==> src/design/hts_pkg.sv <==
// Shared types and constants for the heater tool supervisor.
`default_nettype none
package hts_pkg;

    localparam int unsigned TICKS_PER_SECOND = 10;
    localparam int unsigned TICK_W = $clog2(TICKS_PER_SECOND);

    localparam int unsigned TEMP_W  = 10;
    localparam int unsigned SP_W    = 9;
    localparam int unsigned DUTY_W  = 7;
    localparam int unsigned GAIN_W  = 8;
    localparam int unsigned PRESS_W = 8;
    localparam int unsigned IGN_W   = 2;
    localparam int unsigned SEC_W   = 6;
    localparam int unsigned CNT_W   = 8;

    localparam int unsigned IN_TDATA_W  = 16;
    localparam int unsigned OUT_TDATA_W = 24;
    localparam int unsigned APB_ADDR_W  = 5;
    localparam int unsigned APB_DATA_W  = 32;

    localparam logic [TEMP_W-1:0]  HOT_TEMP      = 10'd55;
    localparam logic [TEMP_W:0]    NEAR_BAND     = 11'd15;
    localparam logic [PRESS_W-1:0] PRESS_LONG    = 8'd7;
    localparam logic [PRESS_W-1:0] PRESS_SHORT   = 8'd2;
    localparam logic [PRESS_W-1:0] PRESS_MAX     = 8'd255;
    localparam logic [IGN_W-1:0]   IGNORE_TICKS  = 2'd3;
    localparam logic [TICK_W-1:0]  BLINK_TICK    = TICK_W'(4);
    localparam logic [SEC_W:0]     SEC_PER_MIN   = 7'd60;
    localparam logic [DUTY_W-1:0]  DUTY_CAP      = 7'd100;

    localparam logic [GAIN_W-1:0] RST_GAIN     = 8'd4;
    localparam logic [DUTY_W-1:0] RST_MAX_DUTY = 7'd60;
    localparam logic [SP_W-1:0]   RST_DEF_SP   = 9'd320;

    typedef enum logic [2:0] {
        REG_GAIN     = 3'd0,
        REG_MAX_DUTY = 3'd1,
        REG_DEF_SP   = 3'd2,
        REG_IDLE_TO  = 3'd3,
        REG_OFF_TO   = 3'd4
    } t_reg_idx;

    typedef struct packed {
        logic [GAIN_W-1:0] proportional_gain;
        logic [DUTY_W-1:0] max_duty;
        logic [SP_W-1:0]   default_setpoint;
        logic [CNT_W-1:0]  idle_timeout_seconds;
        logic [CNT_W-1:0]  off_timeout_minutes;
    } t_cfg;

    typedef struct packed {
        logic              motion_event;
        logic              button_level;
        logic              button_event;
        logic [TEMP_W-1:0] tip_temperature;
    } t_item;

    typedef struct packed {
        logic              status_led;
        logic              hot_led;
        logic              in_standby;
        logic [SP_W-1:0]   current_setpoint;
        logic [DUTY_W-1:0] heater_duty;
    } t_result;

endpackage
`default_nettype wire

==> src/design/hts_apb_regs.sv <==
// APB configuration register file for the heater tool supervisor.
`default_nettype none
module hts_apb_regs (
    input  wire                              i_clk,
    input  wire                              i_rst_n,
    input  wire                              psel,
    input  wire                              penable,
    input  wire                              pwrite,
    input  wire  [hts_pkg::APB_ADDR_W-1:0]   paddr,
    input  wire  [hts_pkg::APB_DATA_W-1:0]   pwdata,
    output logic [hts_pkg::APB_DATA_W-1:0]   prdata,
    output logic                             pready,
    output hts_pkg::t_cfg                    o_cfg
);
    import hts_pkg::*;

    t_cfg     r_cfg;
    t_cfg     n_cfg;
    t_reg_idx w_idx;
    logic     w_wr;

    assign pready = 1'b1;
    assign w_idx  = t_reg_idx'(paddr[APB_ADDR_W-1:2]);
    assign w_wr   = psel && penable && pwrite && pready;
    assign o_cfg  = r_cfg;

    always_comb begin
        n_cfg = r_cfg;
        if (w_wr) begin
            case (w_idx)
                REG_GAIN:     n_cfg.proportional_gain    = pwdata[GAIN_W-1:0];
                REG_MAX_DUTY: n_cfg.max_duty             = pwdata[DUTY_W-1:0];
                REG_DEF_SP:   n_cfg.default_setpoint     = pwdata[SP_W-1:0];
                REG_IDLE_TO:  n_cfg.idle_timeout_seconds = pwdata[CNT_W-1:0];
                REG_OFF_TO:   n_cfg.off_timeout_minutes  = pwdata[CNT_W-1:0];
                default:      n_cfg = r_cfg;
            endcase
        end
    end

    always_comb begin
        case (w_idx)
            REG_GAIN:     prdata = APB_DATA_W'(r_cfg.proportional_gain);
            REG_MAX_DUTY: prdata = APB_DATA_W'(r_cfg.max_duty);
            REG_DEF_SP:   prdata = APB_DATA_W'(r_cfg.default_setpoint);
            REG_IDLE_TO:  prdata = APB_DATA_W'(r_cfg.idle_timeout_seconds);
            REG_OFF_TO:   prdata = APB_DATA_W'(r_cfg.off_timeout_minutes);
            default:      prdata = '0;
        endcase
    end

    always_ff @(posedge i_clk) begin
        if (!i_rst_n) begin
            r_cfg.proportional_gain    <= RST_GAIN;
            r_cfg.max_duty             <= RST_MAX_DUTY;
            r_cfg.default_setpoint     <= RST_DEF_SP;
            r_cfg.idle_timeout_seconds <= '0;
            r_cfg.off_timeout_minutes  <= '0;
        end else begin
            r_cfg <= n_cfg;
        end
    end

endmodule
`default_nettype wire

==> src/design/hts_tick_core.sv <==
// Per-tick supervisor state and next-state/result logic.
`default_nettype none
module hts_tick_core (
    input  wire                    i_clk,
    input  wire                    i_rst_n,
    input  wire                    i_step,
    input  wire hts_pkg::t_item    i_item,
    input  wire hts_pkg::t_cfg     i_cfg,
    output hts_pkg::t_result       o_res
);
    import hts_pkg::*;

    logic [SP_W-1:0]    r_sp,    n_sp;
    logic [SP_W-1:0]    r_sv,    n_sv;
    logic               r_stby,  n_stby;
    logic               r_pend,  n_pend;
    logic [PRESS_W-1:0] r_pt,    n_pt;
    logic [IGN_W-1:0]   r_ign,   n_ign;
    logic [TICK_W-1:0]  r_tis,   n_tis;
    logic [CNT_W-1:0]   r_idle,  n_idle;
    logic [SEC_W-1:0]   r_secs,  n_secs;
    logic [CNT_W-1:0]   r_mins,  n_mins;

    logic [DUTY_W-1:0]         w_duty;
    logic                      w_led;
    logic [DUTY_W-1:0]         w_limit;
    logic [TEMP_W-1:0]         w_err;
    logic [GAIN_W+TEMP_W-1:0]  w_prod;
    logic [TICK_W:0]           w_tis_inc;
    logic [SEC_W:0]            w_secs_inc;
    logic [CNT_W-1:0]          w_idle_inc;
    logic [CNT_W-1:0]          w_mins_inc;

    always_comb begin
        n_sp = r_sp; n_sv = r_sv; n_stby = r_stby; n_pend = r_pend; n_pt = r_pt;
        n_ign = r_ign; n_tis = r_tis; n_idle = r_idle; n_secs = r_secs; n_mins = r_mins;
        w_led = 1'b0;
        w_duty = '0;
        w_err = '0;
        w_prod = '0;
        w_idle_inc = '0;
        w_secs_inc = '0;
        w_mins_inc = '0;

        // button
        n_pend = r_pend | i_item.button_event;
        if (r_ign != '0) begin
            n_ign  = r_ign - IGN_W'(1);
            n_pend = 1'b0;
        end else if (n_pend) begin
            if (n_pt != PRESS_MAX) n_pt = n_pt + PRESS_W'(1);
            if (!i_item.button_level || n_pt >= PRESS_LONG) begin
                if (n_sp != '0 && n_pt >= PRESS_SHORT) begin
                    n_sv   = n_sp;
                    n_sp   = '0;
                    n_stby = 1'b0;
                    n_ign  = IGNORE_TICKS;
                end else if (n_sp == '0 && n_pt >= PRESS_LONG) begin
                    n_sp   = (n_sv != '0) ? n_sv : i_cfg.default_setpoint;
                    n_stby = 1'b0;
                    n_idle = '0;
                    n_secs = '0;
                    n_mins = '0;
                    n_ign  = IGNORE_TICKS;
                end
                n_pend = 1'b0;
                n_pt   = '0;
            end
        end

        // status LED
        if (n_sp != '0) begin
            if ({1'b0, i_item.tip_temperature} + NEAR_BAND < {2'b00, n_sp})
                w_led = (r_tis > BLINK_TICK);
            else
                w_led = 1'b1;
        end

        // duty
        w_limit = (i_cfg.max_duty > DUTY_CAP) ? DUTY_CAP : i_cfg.max_duty;
        if (n_sp != '0 && i_item.tip_temperature <= {1'b0, n_sp}) begin
            w_err  = {1'b0, n_sp} - i_item.tip_temperature;
            w_prod = (GAIN_W+TEMP_W)'(i_cfg.proportional_gain) * (GAIN_W+TEMP_W)'(w_err);
            if (w_prod > (GAIN_W+TEMP_W)'(w_limit))
                w_duty = w_limit;
            else
                w_duty = w_prod[DUTY_W-1:0];
        end

        // second tick and timeouts
        w_tis_inc = {1'b0, r_tis} + (TICK_W+1)'(1);
        if (w_tis_inc >= (TICK_W+1)'(TICKS_PER_SECOND)) begin
            n_tis = '0;
            if (n_sp != '0) begin
                if (i_cfg.idle_timeout_seconds != '0 &&
                    n_idle < i_cfg.idle_timeout_seconds) begin
                    w_idle_inc = n_idle + CNT_W'(1);
                    n_idle = w_idle_inc;
                    if (w_idle_inc == i_cfg.idle_timeout_seconds) begin
                        n_sv   = n_sp;
                        n_sp   = '0;
                        n_stby = 1'b1;
                    end
                end else if (i_cfg.idle_timeout_seconds == '0) begin
                    n_idle = '0;
                end
                if (i_cfg.off_timeout_minutes != '0 &&
                    n_mins < i_cfg.off_timeout_minutes) begin
                    w_secs_inc = {1'b0, n_secs} + (SEC_W+1)'(1);
                    if (w_secs_inc >= SEC_PER_MIN) begin
                        n_secs = '0;
                        w_mins_inc = n_mins + CNT_W'(1);
                        n_mins = w_mins_inc;
                        if (w_mins_inc == i_cfg.off_timeout_minutes) begin
                            n_sv   = n_sp;
                            n_sp   = '0;
                            n_stby = 1'b0;
                        end
                    end else begin
                        n_secs = w_secs_inc[SEC_W-1:0];
                    end
                end else if (i_cfg.off_timeout_minutes == '0) begin
                    n_secs = '0;
                    n_mins = '0;
                end
            end
        end else begin
            n_tis = w_tis_inc[TICK_W-1:0];
        end

        // motion
        if (i_item.motion_event) begin
            if (n_stby && n_sp == '0 && n_sv != '0) begin
                n_sp   = n_sv;
                n_stby = 1'b0;
            end else if (n_sp == '0) begin
                w_led = 1'b1;
            end
            n_idle = '0;
            n_secs = '0;
            n_mins = '0;
        end
    end

    assign o_res.heater_duty      = w_duty;
    assign o_res.current_setpoint = n_sp;
    assign o_res.in_standby       = n_stby;
    assign o_res.hot_led          = (i_item.tip_temperature > HOT_TEMP);
    assign o_res.status_led       = w_led;

    always_ff @(posedge i_clk) begin
        if (!i_rst_n) begin
            r_sp <= '0; r_sv <= '0; r_stby <= 1'b0; r_pend <= 1'b0; r_pt <= '0;
            r_ign <= '0; r_tis <= '0; r_idle <= '0; r_secs <= '0; r_mins <= '0;
        end else if (i_step) begin
            r_sp <= n_sp; r_sv <= n_sv; r_stby <= n_stby; r_pend <= n_pend; r_pt <= n_pt;
            r_ign <= n_ign; r_tis <= n_tis; r_idle <= n_idle; r_secs <= n_secs;
            r_mins <= n_mins;
        end
    end

    a_ignore_clears_pending: assert property (@(posedge i_clk) disable iff (!i_rst_n)
        (r_ign != '0) |-> !r_pend)
        else $error("press pending during ignore window");

    a_press_bounded: assert property (@(posedge i_clk) disable iff (!i_rst_n)
        r_pt <= PRESS_LONG)
        else $error("press counter ran past long press");

    a_seconds_wrap: assert property (@(posedge i_clk) disable iff (!i_rst_n)
        r_secs < SEC_PER_MIN[SEC_W-1:0])
        else $error("off seconds counter missed wrap");

    a_duty_limit: assert property (@(posedge i_clk) disable iff (!i_rst_n)
        i_step |-> (w_duty <= w_limit))
        else $error("heater duty above limit");

endmodule
`default_nettype wire

==> src/design/heater_tool_supervisor_unit.sv <==
// Top level: stream input register, tick core, result register, APB registers.
// Throughput: one tick per cycle unless the result side stalls; the input register
// refills while a result waits.
// The state update runs in one pass of the tick core between the two registers.
// Reset (synchronous, active low) clears the valid flags and tick core state and loads register defaults.
`default_nettype none
module heater_tool_supervisor_unit (
    input  wire                               i_clk,
    input  wire                               i_rst_n,
    input  wire                               s_axis_tvalid,
    output logic                              s_axis_tready,
    // [9:0] tip_temperature, [10] button_event, [11] button_level,
    // [12] motion_event, [15:13] zero
    input  wire  [hts_pkg::IN_TDATA_W-1:0]    s_axis_tdata,
    output logic                              m_axis_tvalid,
    input  wire                               m_axis_tready,
    // [6:0] heater_duty, [15:7] current_setpoint, [16] in_standby,
    // [17] hot_led, [18] status_led, [23:19] zero
    output logic [hts_pkg::OUT_TDATA_W-1:0]   m_axis_tdata,
    input  wire                               psel,
    input  wire                               penable,
    input  wire                               pwrite,
    input  wire  [hts_pkg::APB_ADDR_W-1:0]    paddr,
    input  wire  [hts_pkg::APB_DATA_W-1:0]    pwdata,
    output logic [hts_pkg::APB_DATA_W-1:0]    prdata,
    output logic                              pready
);
    import hts_pkg::*;

    t_cfg    w_cfg;
    t_result w_res;
    logic    r_in_valid;
    t_item   r_in_item;
    logic    r_out_valid;
    t_result r_out_res;
    logic    w_adv;

    assign w_adv         = r_in_valid && (!r_out_valid || m_axis_tready);
    assign s_axis_tready = !r_in_valid || w_adv;
    assign m_axis_tvalid = r_out_valid;
    assign m_axis_tdata  = OUT_TDATA_W'(r_out_res);

    hts_apb_regs u_regs (
        .i_clk   (i_clk),
        .i_rst_n (i_rst_n),
        .psel    (psel),
        .penable (penable),
        .pwrite  (pwrite),
        .paddr   (paddr),
        .pwdata  (pwdata),
        .prdata  (prdata),
        .pready  (pready),
        .o_cfg   (w_cfg)
    );

    hts_tick_core u_core (
        .i_clk   (i_clk),
        .i_rst_n (i_rst_n),
        .i_step  (w_adv),
        .i_item  (r_in_item),
        .i_cfg   (w_cfg),
        .o_res   (w_res)
    );

    always_ff @(posedge i_clk) begin
        if (!i_rst_n) begin
            r_in_valid  <= 1'b0;
            r_out_valid <= 1'b0;
        end else begin
            if (s_axis_tvalid && s_axis_tready)
                r_in_valid <= 1'b1;
            else if (w_adv)
                r_in_valid <= 1'b0;
            if (w_adv)
                r_out_valid <= 1'b1;
            else if (m_axis_tready)
                r_out_valid <= 1'b0;
        end
    end

    always_ff @(posedge i_clk) begin
        if (s_axis_tvalid && s_axis_tready)
            r_in_item <= t_item'(s_axis_tdata[$bits(t_item)-1:0]);
        if (w_adv)
            r_out_res <= w_res;
    end

    a_advance_fills_output: assert property (@(posedge i_clk) disable iff (!i_rst_n)
        w_adv |=> r_out_valid)
        else $error("result register not loaded after advance");

    a_held_result_blocks_core: assert property (@(posedge i_clk) disable iff (!i_rst_n)
        (r_out_valid && !m_axis_tready) |-> !w_adv)
        else $error("core stepped while result stalled");

    a_full_input_stalls: assert property (@(posedge i_clk) disable iff (!i_rst_n)
        (r_in_valid && r_out_valid && !m_axis_tready) |-> !s_axis_tready)
        else $error("input accepted with both registers full");

endmodule
`default_nettype wire

==> config.mk <==
export PLATFORM = sky130hd
export DESIGN_NAME = heater_tool_supervisor_unit
export DESIGN_NICKNAME = d
export VERILOG_FILES = /design/src/design/hts_pkg.sv /design/src/design/hts_apb_regs.sv /design/src/design/hts_tick_core.sv /design/src/design/heater_tool_supervisor_unit.sv
export SDC_FILE = /design/constraint.sdc
export NUM_CORES = 1
export LEC_CHECK = 0
export BUFFER_PORTS_ARGS = -buffer_cell sky130_fd_sc_hd__buf_2
export CAP_MARGIN = 20
export CORE_ASPECT_RATIO = 1.2
export CORE_MARGIN = 3
export CORE_UTILIZATION = 55
export DETAILED_ROUTE_END_ITERATION = 16
export HOLD_SLACK_MARGIN = 0.02
export PLACE_DENSITY = 0.78
export SYNTH_ARGS = -nofsm -noshare
export SYNTH_HDL_FRONTEND = slang
export SYNTH_SLANG_ARGS = --single-unit
==> constraint.sdc <==
create_clock -name i_clk -period 8.8 [get_ports i_clk]
set_input_delay 0.88 -clock i_clk [delete_from_list [all_inputs] [get_ports i_clk]]
set_output_delay 0.88 -clock i_clk [all_outputs]
set_load 0.05 [all_outputs]
==> results.md, run 1 <==
- YS warnings: 0
- Status: complete, no violations
- F_max: 120 MHz
- Fin cells: 1730
- Initial antenna violation count: 0
- Post-CTS Setup Bufs: 0
- Unrepaired setup endpoints after global routing: false
- Synth area leader: dfxtp_1
- # resized after CTS: 0
- Htree depth: 4
- Initial Util: 0.568
- Leak pwr: 5.60 nW
- Most frequent cell after synthesis: nor2_1
- Startpoint Class: flop
- Hold Path Class: reg -> reg
- WP data required: 9.08 ns
- Routed wire length: 29.3 mm
- GR Util All Layers: 0.252
- Multi-input logic area: 7950 µm²
- VDD IR max: 0.000137 V
- Hold WS: 0.470 ns
- Synth Register Bits: 130
- Root Driver: clkbuf_16
- Clock-pin slew on the worst setup and hold paths: 0.07 ns
- Design Power: 1.72 mW
- PortBufs: 61
- Drt pass-1 iters: 6
- Via/cell ratio: 5.95
- CP Max Fanout: 10
- Sequential cell area: 2930 µm²
- Worst Tran Pin Value: 1.10 ns
- CTS max path bufs: 2
- Number of max-cap violations: 0
- Main synth FF type: dfxtp_1
- Die height: 165 µm
- Ranking of synthesized cells by area: dfxtp_1 17%, ha_1 9.5%, fa_1 8.4%
- Critical path class: reg -> reg
- Worst endpoint data arrival time: 8.60 ns
- Critical Path Max Stage Delay: 0.55 ns
- Clk_lat worst skew: 0.43 ns
- Final count of pins violating max slew: 0
- Routed Antenna Nets: 0
- Slew headroom: 0.265
- Largest net degree at the start of global routing: 76
- Num rows: 57
- Dpl cell area: 12000 µm²
- Async set-or-reset flop fraction in the synthesized netlist: 0
- Routed vias: 10300
- EDFF count, synth: 32
- CTS Sinks: 130
- Dpl cells: 1696
- Die Footprint: 22900 µm²
- Finished Cell Area: 12700 µm²
- Post-route setup slack: 0.473 ns
- Cts hold-fix bufs: 0
- Avg Cell Area, Syn: 8.21 µm²
- Synth Cell Area: 11600 µm²
- First-pass GRT wire length: 47.6 mm
- Final net count: 1649
- Setup TNS Final: 0 ns
- Fin. Hold Viols: 0
- Synth top area share: 0.169
- Ant diodes: 0
- GPL Wtd Cong: 0.932
- Area grow syn2layout: 9.37%
- FILL cells: 1764
- Num ports: 119
- Die width: 139 µm
- Vias in the first global route: 9868
- Power density cells: 135 nW/µm²
- Tmin final: 8.33 ns
- Endpoints failing setup: 0
- DR iter-0 viols: 693
- Synth top cells by count: 128 x nor2_1, 121 x inv_1, 118 x nand2_1
- Final critical-path share of the clock period: 0.946
- HPWL after DPL: 22.2 mm
- Crit. End Element: flop
- Util after Layout: 0.621
- TritonCTS Buffers: 17
- # DRC: 0
- Slowest stage cell, crit path: or4_1
- Seq/Total Area, Yosys: 0.252
- Synth cell types: 82
- Dpl ws: 0.0988 ns
- Share of layout cells above drive strength 1: 0.107
- Mapped Cells: 1416
- Gr ovfl total: 0
- Routed len/inst: 17.0 µm
- Worst Skew: 0.00995 ns
- CTS tree: done
- Core area: 20500 µm²
## worst paths after layout
check                        from         endpoint  slack, ns  depth (start not counted)
hold / removal    u_core.r_ign[0]  u_core.r_ign[0]       0.47                          1
setup / recovery   u_core.r_pt[0]  m_axis_tdata[0]       0.47                         34
setup reg to reg   u_core.r_pt[0]  m_axis_tdata[0]       0.47                         34
hold reg to reg   u_core.r_ign[0]  u_core.r_ign[0]       0.47                          1
## final cells by class
type                       count  share of cell area
timing repair buffer          80              0.0360
inverter                     122              0.0360
tap                          265              0.0261
sequential                   130               0.231
clock inverter                14              0.0114
multi-input combinational   1101               0.625
clock buffer                  18              0.0346
## cells in the final DEF (no fill, tap or decap), types with 32 or more instances in the layout
cell type  count
ha_1          87
fa_1          49
nand2_1      118
inv_1        118
a21oi_1       96
nand3_1       33
edfxtp_1      32
and2_1        78
nor2_1       128
mux2i_1       66
dfxtp_1       96
o21ai_0       64
buf_2         61
## routing by layer
layer,up-vias,GRT usage,share of wire
li1,4966,-,-
met1,4863,0.293,0.40
met2,367,0.459,0.51
met3,99,0.0351,0.053
met4,0,0.123,0.040
met5,-,0,0
## state kept, by name (all words and copies together), names as in the netlist
register	flops
u_regs.o_cfg	40
m_axis_tdata	19
r_in_item	13
u_core.r_sp	9
u_core.r_sv	9
u_core.r_idle	8
u_core.r_mins	8
u_core.r_pt	8
u_core.r_secs	6
u_core.r_tis	4
u_core.r_ign	2
m_axis_tvalid	1
r_in_valid	1
u_core.r_pend	1
u_core.r_stby	1
## logic make-up after synthesis
group / synth area share
AND/OR/NAND/NOR: 0.218
AO/OA/AOI/OAI: 0.182
buffers and inverters: 0.0789
adder cells (fa/ha/maj): 0.179
flip-flops: 0.252
multiplexers: 0.0610
XOR/XNOR: 0.0278
other: 0.000646
## report_power, final
group	switching, mW	internal, mW
clock	0.297	0.405
combinational	0.244	0.127
sequential	0.0175	0.630
## worst max-delay path: cells and delay by family (launching register included)
kind	cells	cell delay, ns
simple gates	7	1.68
mux	2	0.61
xor+xnor	1	0.14
buf+inv	4	0.39
fa+ha+maj	7	2.77
flops	1	0.40
compound gates	13	2.16
Note: power is estimated with default switching activity, not from simulation.
==> run 2: changes to the inputs <==
--- a/config.mk
+++ b/config.mk
@@ -15,4 +15,5 @@
 export PLACE_DENSITY = 0.78
 export SYNTH_ARGS = -nofsm -noshare
 export SYNTH_HDL_FRONTEND = slang
+export SYNTH_HIERARCHICAL = 1
 export SYNTH_SLANG_ARGS = --single-unit
==> results.md, run 2 <==
- Cts hold-fix bufs: 0 (unchanged)
- Switching power: 0.554 mW (-0.83%)
- Ant diodes: 0 (unchanged)
- Status: complete, no violations
- Die height: 166 µm (+0.64%)
- Routed vias: 10300 (-0.26%)
- Part of the power in combinational logic: 0.222 (+0.006)
- Synth area leader: dfxtp_1
- HPWL after DPL: 23.0 mm (+4.0%)
- Tmin final: 8.49 ns (+0.167 ns)
- Setup TNS Final: 0 ns (unchanged)
- Util after Layout: 0.615 (-0.00544)
- Final net count: 1639 (-0.61%)
- Critical Path Max Stage Delay: 0.54 ns (about the same)
- Die width: 140 µm (+0.64%)
- DR iter-0 viols: 623 (-10%)
- Unrepaired setup endpoints after global routing: false
- Initial antenna violation count: 0 (unchanged)
- Leak pwr: 5.70 nW (+1.7%)
- Share of layout cells above drive strength 1: 0.130 (+0.0227)
- Routed Antenna Nets: 0 (unchanged)
- Root Driver: clkbuf_16
- Synth top cells by count: 137 x nand2_1, 120 x inv_1, 98 x dfxtp_1
- Hold Path Depth: 2 (+1)
- Reg2Reg Depth: 36 (+5.9%)
- Largest net degree at the start of global routing: 97 (+28%)
- Max reg flops: 40 (unchanged)
- Worst endpoint data arrival time: 8.76 ns (+0.16 ns)
- Synth Cell Area: 11800 µm² (+1.3%)
- CTS max path bufs: 2 (unchanged)
- Critical path class: reg -> reg
- Final critical-path share of the clock period: 0.965 (+0.0189)
- PortBufs: 61 (unchanged)
- Fin cells: 1725 (-0.29%)
- Fin. Hold Viols: 0 (unchanged)
- Drt pass-1 iters: 5 (-1)
- Mapped Cells: 1386 (-2.1%)
- Ranking of synthesized cells by area: dfxtp_1 17%, ha_1 9.3%, fa_1 8.3%
- Area grow syn2layout: 9.60%
- Num rows: 58 (+1.8%)
- # DRC: 0 (unchanged)
- Dpl cells: 1691 (-0.29%)
- Worst Skew: 0.0120 ns (+0.00208 ns)
- Power density cells: 134 nW/µm² (-1.1%)
- GR Util All Layers: 0.259 (+0.00754)
- Synth top area share: 0.167 (-0.00224)
- Synth Register Bits: 130 (unchanged)
- Hold Path Class: reg -> reg
- Sw frac: 0.320 (-0.00416)
- Avg Cell Area, Syn: 8.50 µm² (+3.5%)
- Worst R2R End: m_axis_tdata[4]
- CP Max Fanout: 8 (-2)
- Clock power frac: 0.405 (-0.003)
- Crit. End Element: flop
- Most common cell after layout, fill and taps aside: nand2_1
- Most frequent cells in the layout: 137 x nand2_1, 120 x inv_1, 96 x dfxtp_1
- Clock-pin slew on the worst setup and hold paths: 0.06 ns (about the same)
- CTS Sinks: 130 (unchanged)
- Endpoints failing setup: 0 (unchanged)
- Most used cell, CP: a21o_1
- Most frequent cell after synthesis: nand2_1
- Internal: 1.17 mW (+1.1%)
- EDFF count, synth: 32 (unchanged)
- Reg2reg start: u_core/r_pt[0]
- YS warnings: 6 (+6)
- CTS tree: done
- Num ports: 119 (unchanged)
- TritonCTS Buffers: 17 (unchanged)
- Die Footprint: 23200 µm² (+1.3%)
- Gr ovfl total: 0 (unchanged)
- Post-route setup slack: 0.306 ns (-0.167 ns)
- GPL Wtd Cong: 0.939 (+0.72%)
- Design Power: 1.73 mW (+0.45%)
- Startpoint Class: flop
- Worst Tran Pin Value: 0.943 ns (-0.153 ns)
- Async set-or-reset flop fraction in the synthesized netlist: 0 (unchanged)
- Slew headroom: 0.371 (+0.106)
- Htree depth: 4 (unchanged)
- R2R Setup Slk: 0.31 ns (-0.17 ns)
- Hold path start: u_core/r_ign[0]
- Worst hold endpoint: u_core/r_ign[0]
- WP data required: 9.07 ns (about the same)
- Slowest stage cell, crit path: fa_1
- Routed len/inst: 18.0 µm (+6.1%)
- Reg power frac: 0.374 (-0.002)
- F_max: 118 MHz (-2.0%)
- Core area: 21000 µm² (+2.5%)
- Vias in the first global route: 10100 (+2.0%)
- Via/cell ratio: 5.95 (about the same)
- VDD IR max: 0.000128 V (-6.5%)
- Clk_lat worst skew: 0.42 ns (about the same)
- Initial Util: 0.562 (-0.00619)
- Dpl ws: 0.0228 ns (-0.0760 ns)
- Number of max-cap violations: 0 (unchanged)
- Final count of pins violating max slew: 0 (unchanged)
- First-pass GRT wire length: 49.5 mm (+3.8%)
- Synth cell types: 100 (+22%)
- Seq/Total Area, Yosys: 0.248 (-0.00334)
- Routed wire length: 31.0 mm (+5.8%)
- Main synth FF type: dfxtp_1
## run 2: cell count changes in the layout (fill, tap and decap cells not counted), sizes merged, moves of 15 or more
cell / delta
a21oi: -34
nor3b: +15
nor2b: +34
o22ai: -15
nand2: +21
buf: +15
nor2: -52
## run 2: how the worst max path moves through the flow
stage,startpoint,end,slack [ns]
floorplan,u_core/r_pt[0],m_axis_tdata[5],0.08
global placement,u_core/r_pt[0],m_axis_tdata[4],0.16
detailed placement,u_core/r_pt[0],m_axis_tdata[4],0.02
CTS,u_core/r_pt[0],m_axis_tdata[4],0.05
global route,u_core/r_pt[0],m_axis_tdata[4],0.006
finish,u_core/r_pt[0],m_axis_tdata[4],0.31
## run 2: cells by family after synthesis
logic type,count (synthesis),synth area share
simple gates,505,0.229
xor+xnor,42,0.0312
fa+ha+maj,137,0.177
mux,62,0.0535
other cells,3,0.000956
compound gates,303,0.179
buf+inv,204,0.0807
flops,130,0.248
## run 2: power by group through the flow
stage	combinational, mW	sequential (mW)	clock, mW
final	0.383	0.646	0.699
after global routing	0.421	0.647	0.732
after CTS	0.378	0.645	0.710
after detailed placement	0.373	0.658	0
after global placement	0.362	0.658	0
after floorplan	0.272	0.669	0
## run 2: cell type report
| type | count | area, µm² |
|---|---|---|
| fill | 1820 | 8060 |
| multi-input combinational | 1078 | 8060 |
| sequential | 130 | 2930 |
| timing repair buffer | 94 | 553 |
| clock buffer | 19 | 454 |
| inverter | 121 | 454 |
| tap | 270 | 338 |
| clock inverter | 13 | 125 |
## run 2: metal layers
metal	vias to the layer above	share of wire	GRT usage
met5	-	0	0
met4	0	0.047	0.127
met3	96	0.043	0.0395
met2	332	0.51	0.465
met1	4968	0.40	0.300
li1	4872	-	-
## run 2: what timing repair did
| item | CTS | global route |
|---|---|---|
| buffers inserted | 0 | 2 |
| setup endpoints to repair | 1 | 7 |
| pin swaps | 0 | 1 |
| gates resized for setup | 1 | 12 |
## run 2: critical path, delay by kind of cell, from the launching register on
| family | cells | cell delay, ns |
|---|---|---|
| compound gates | 12 | 2.08 |
| xor+xnor | 1 | 0.19 |
| fa+ha+maj | 7 | 2.83 |
| buf+inv | 3 | 0.31 |
| flops | 1 | 0.36 |
| mux | 1 | 0.34 |
| simple gates | 12 | 2.23 |
## run 2: metrics by stage
step           hold WS, ns  instance area [µm²]
6_report             0.489                12900
5_1_grt              0.529                12900
4_1_cts              0.499                12800
3_5_place_dp         0.490                12300
3_3_place_gp         0.474                12300
2_1_floorplan        0.445                11900
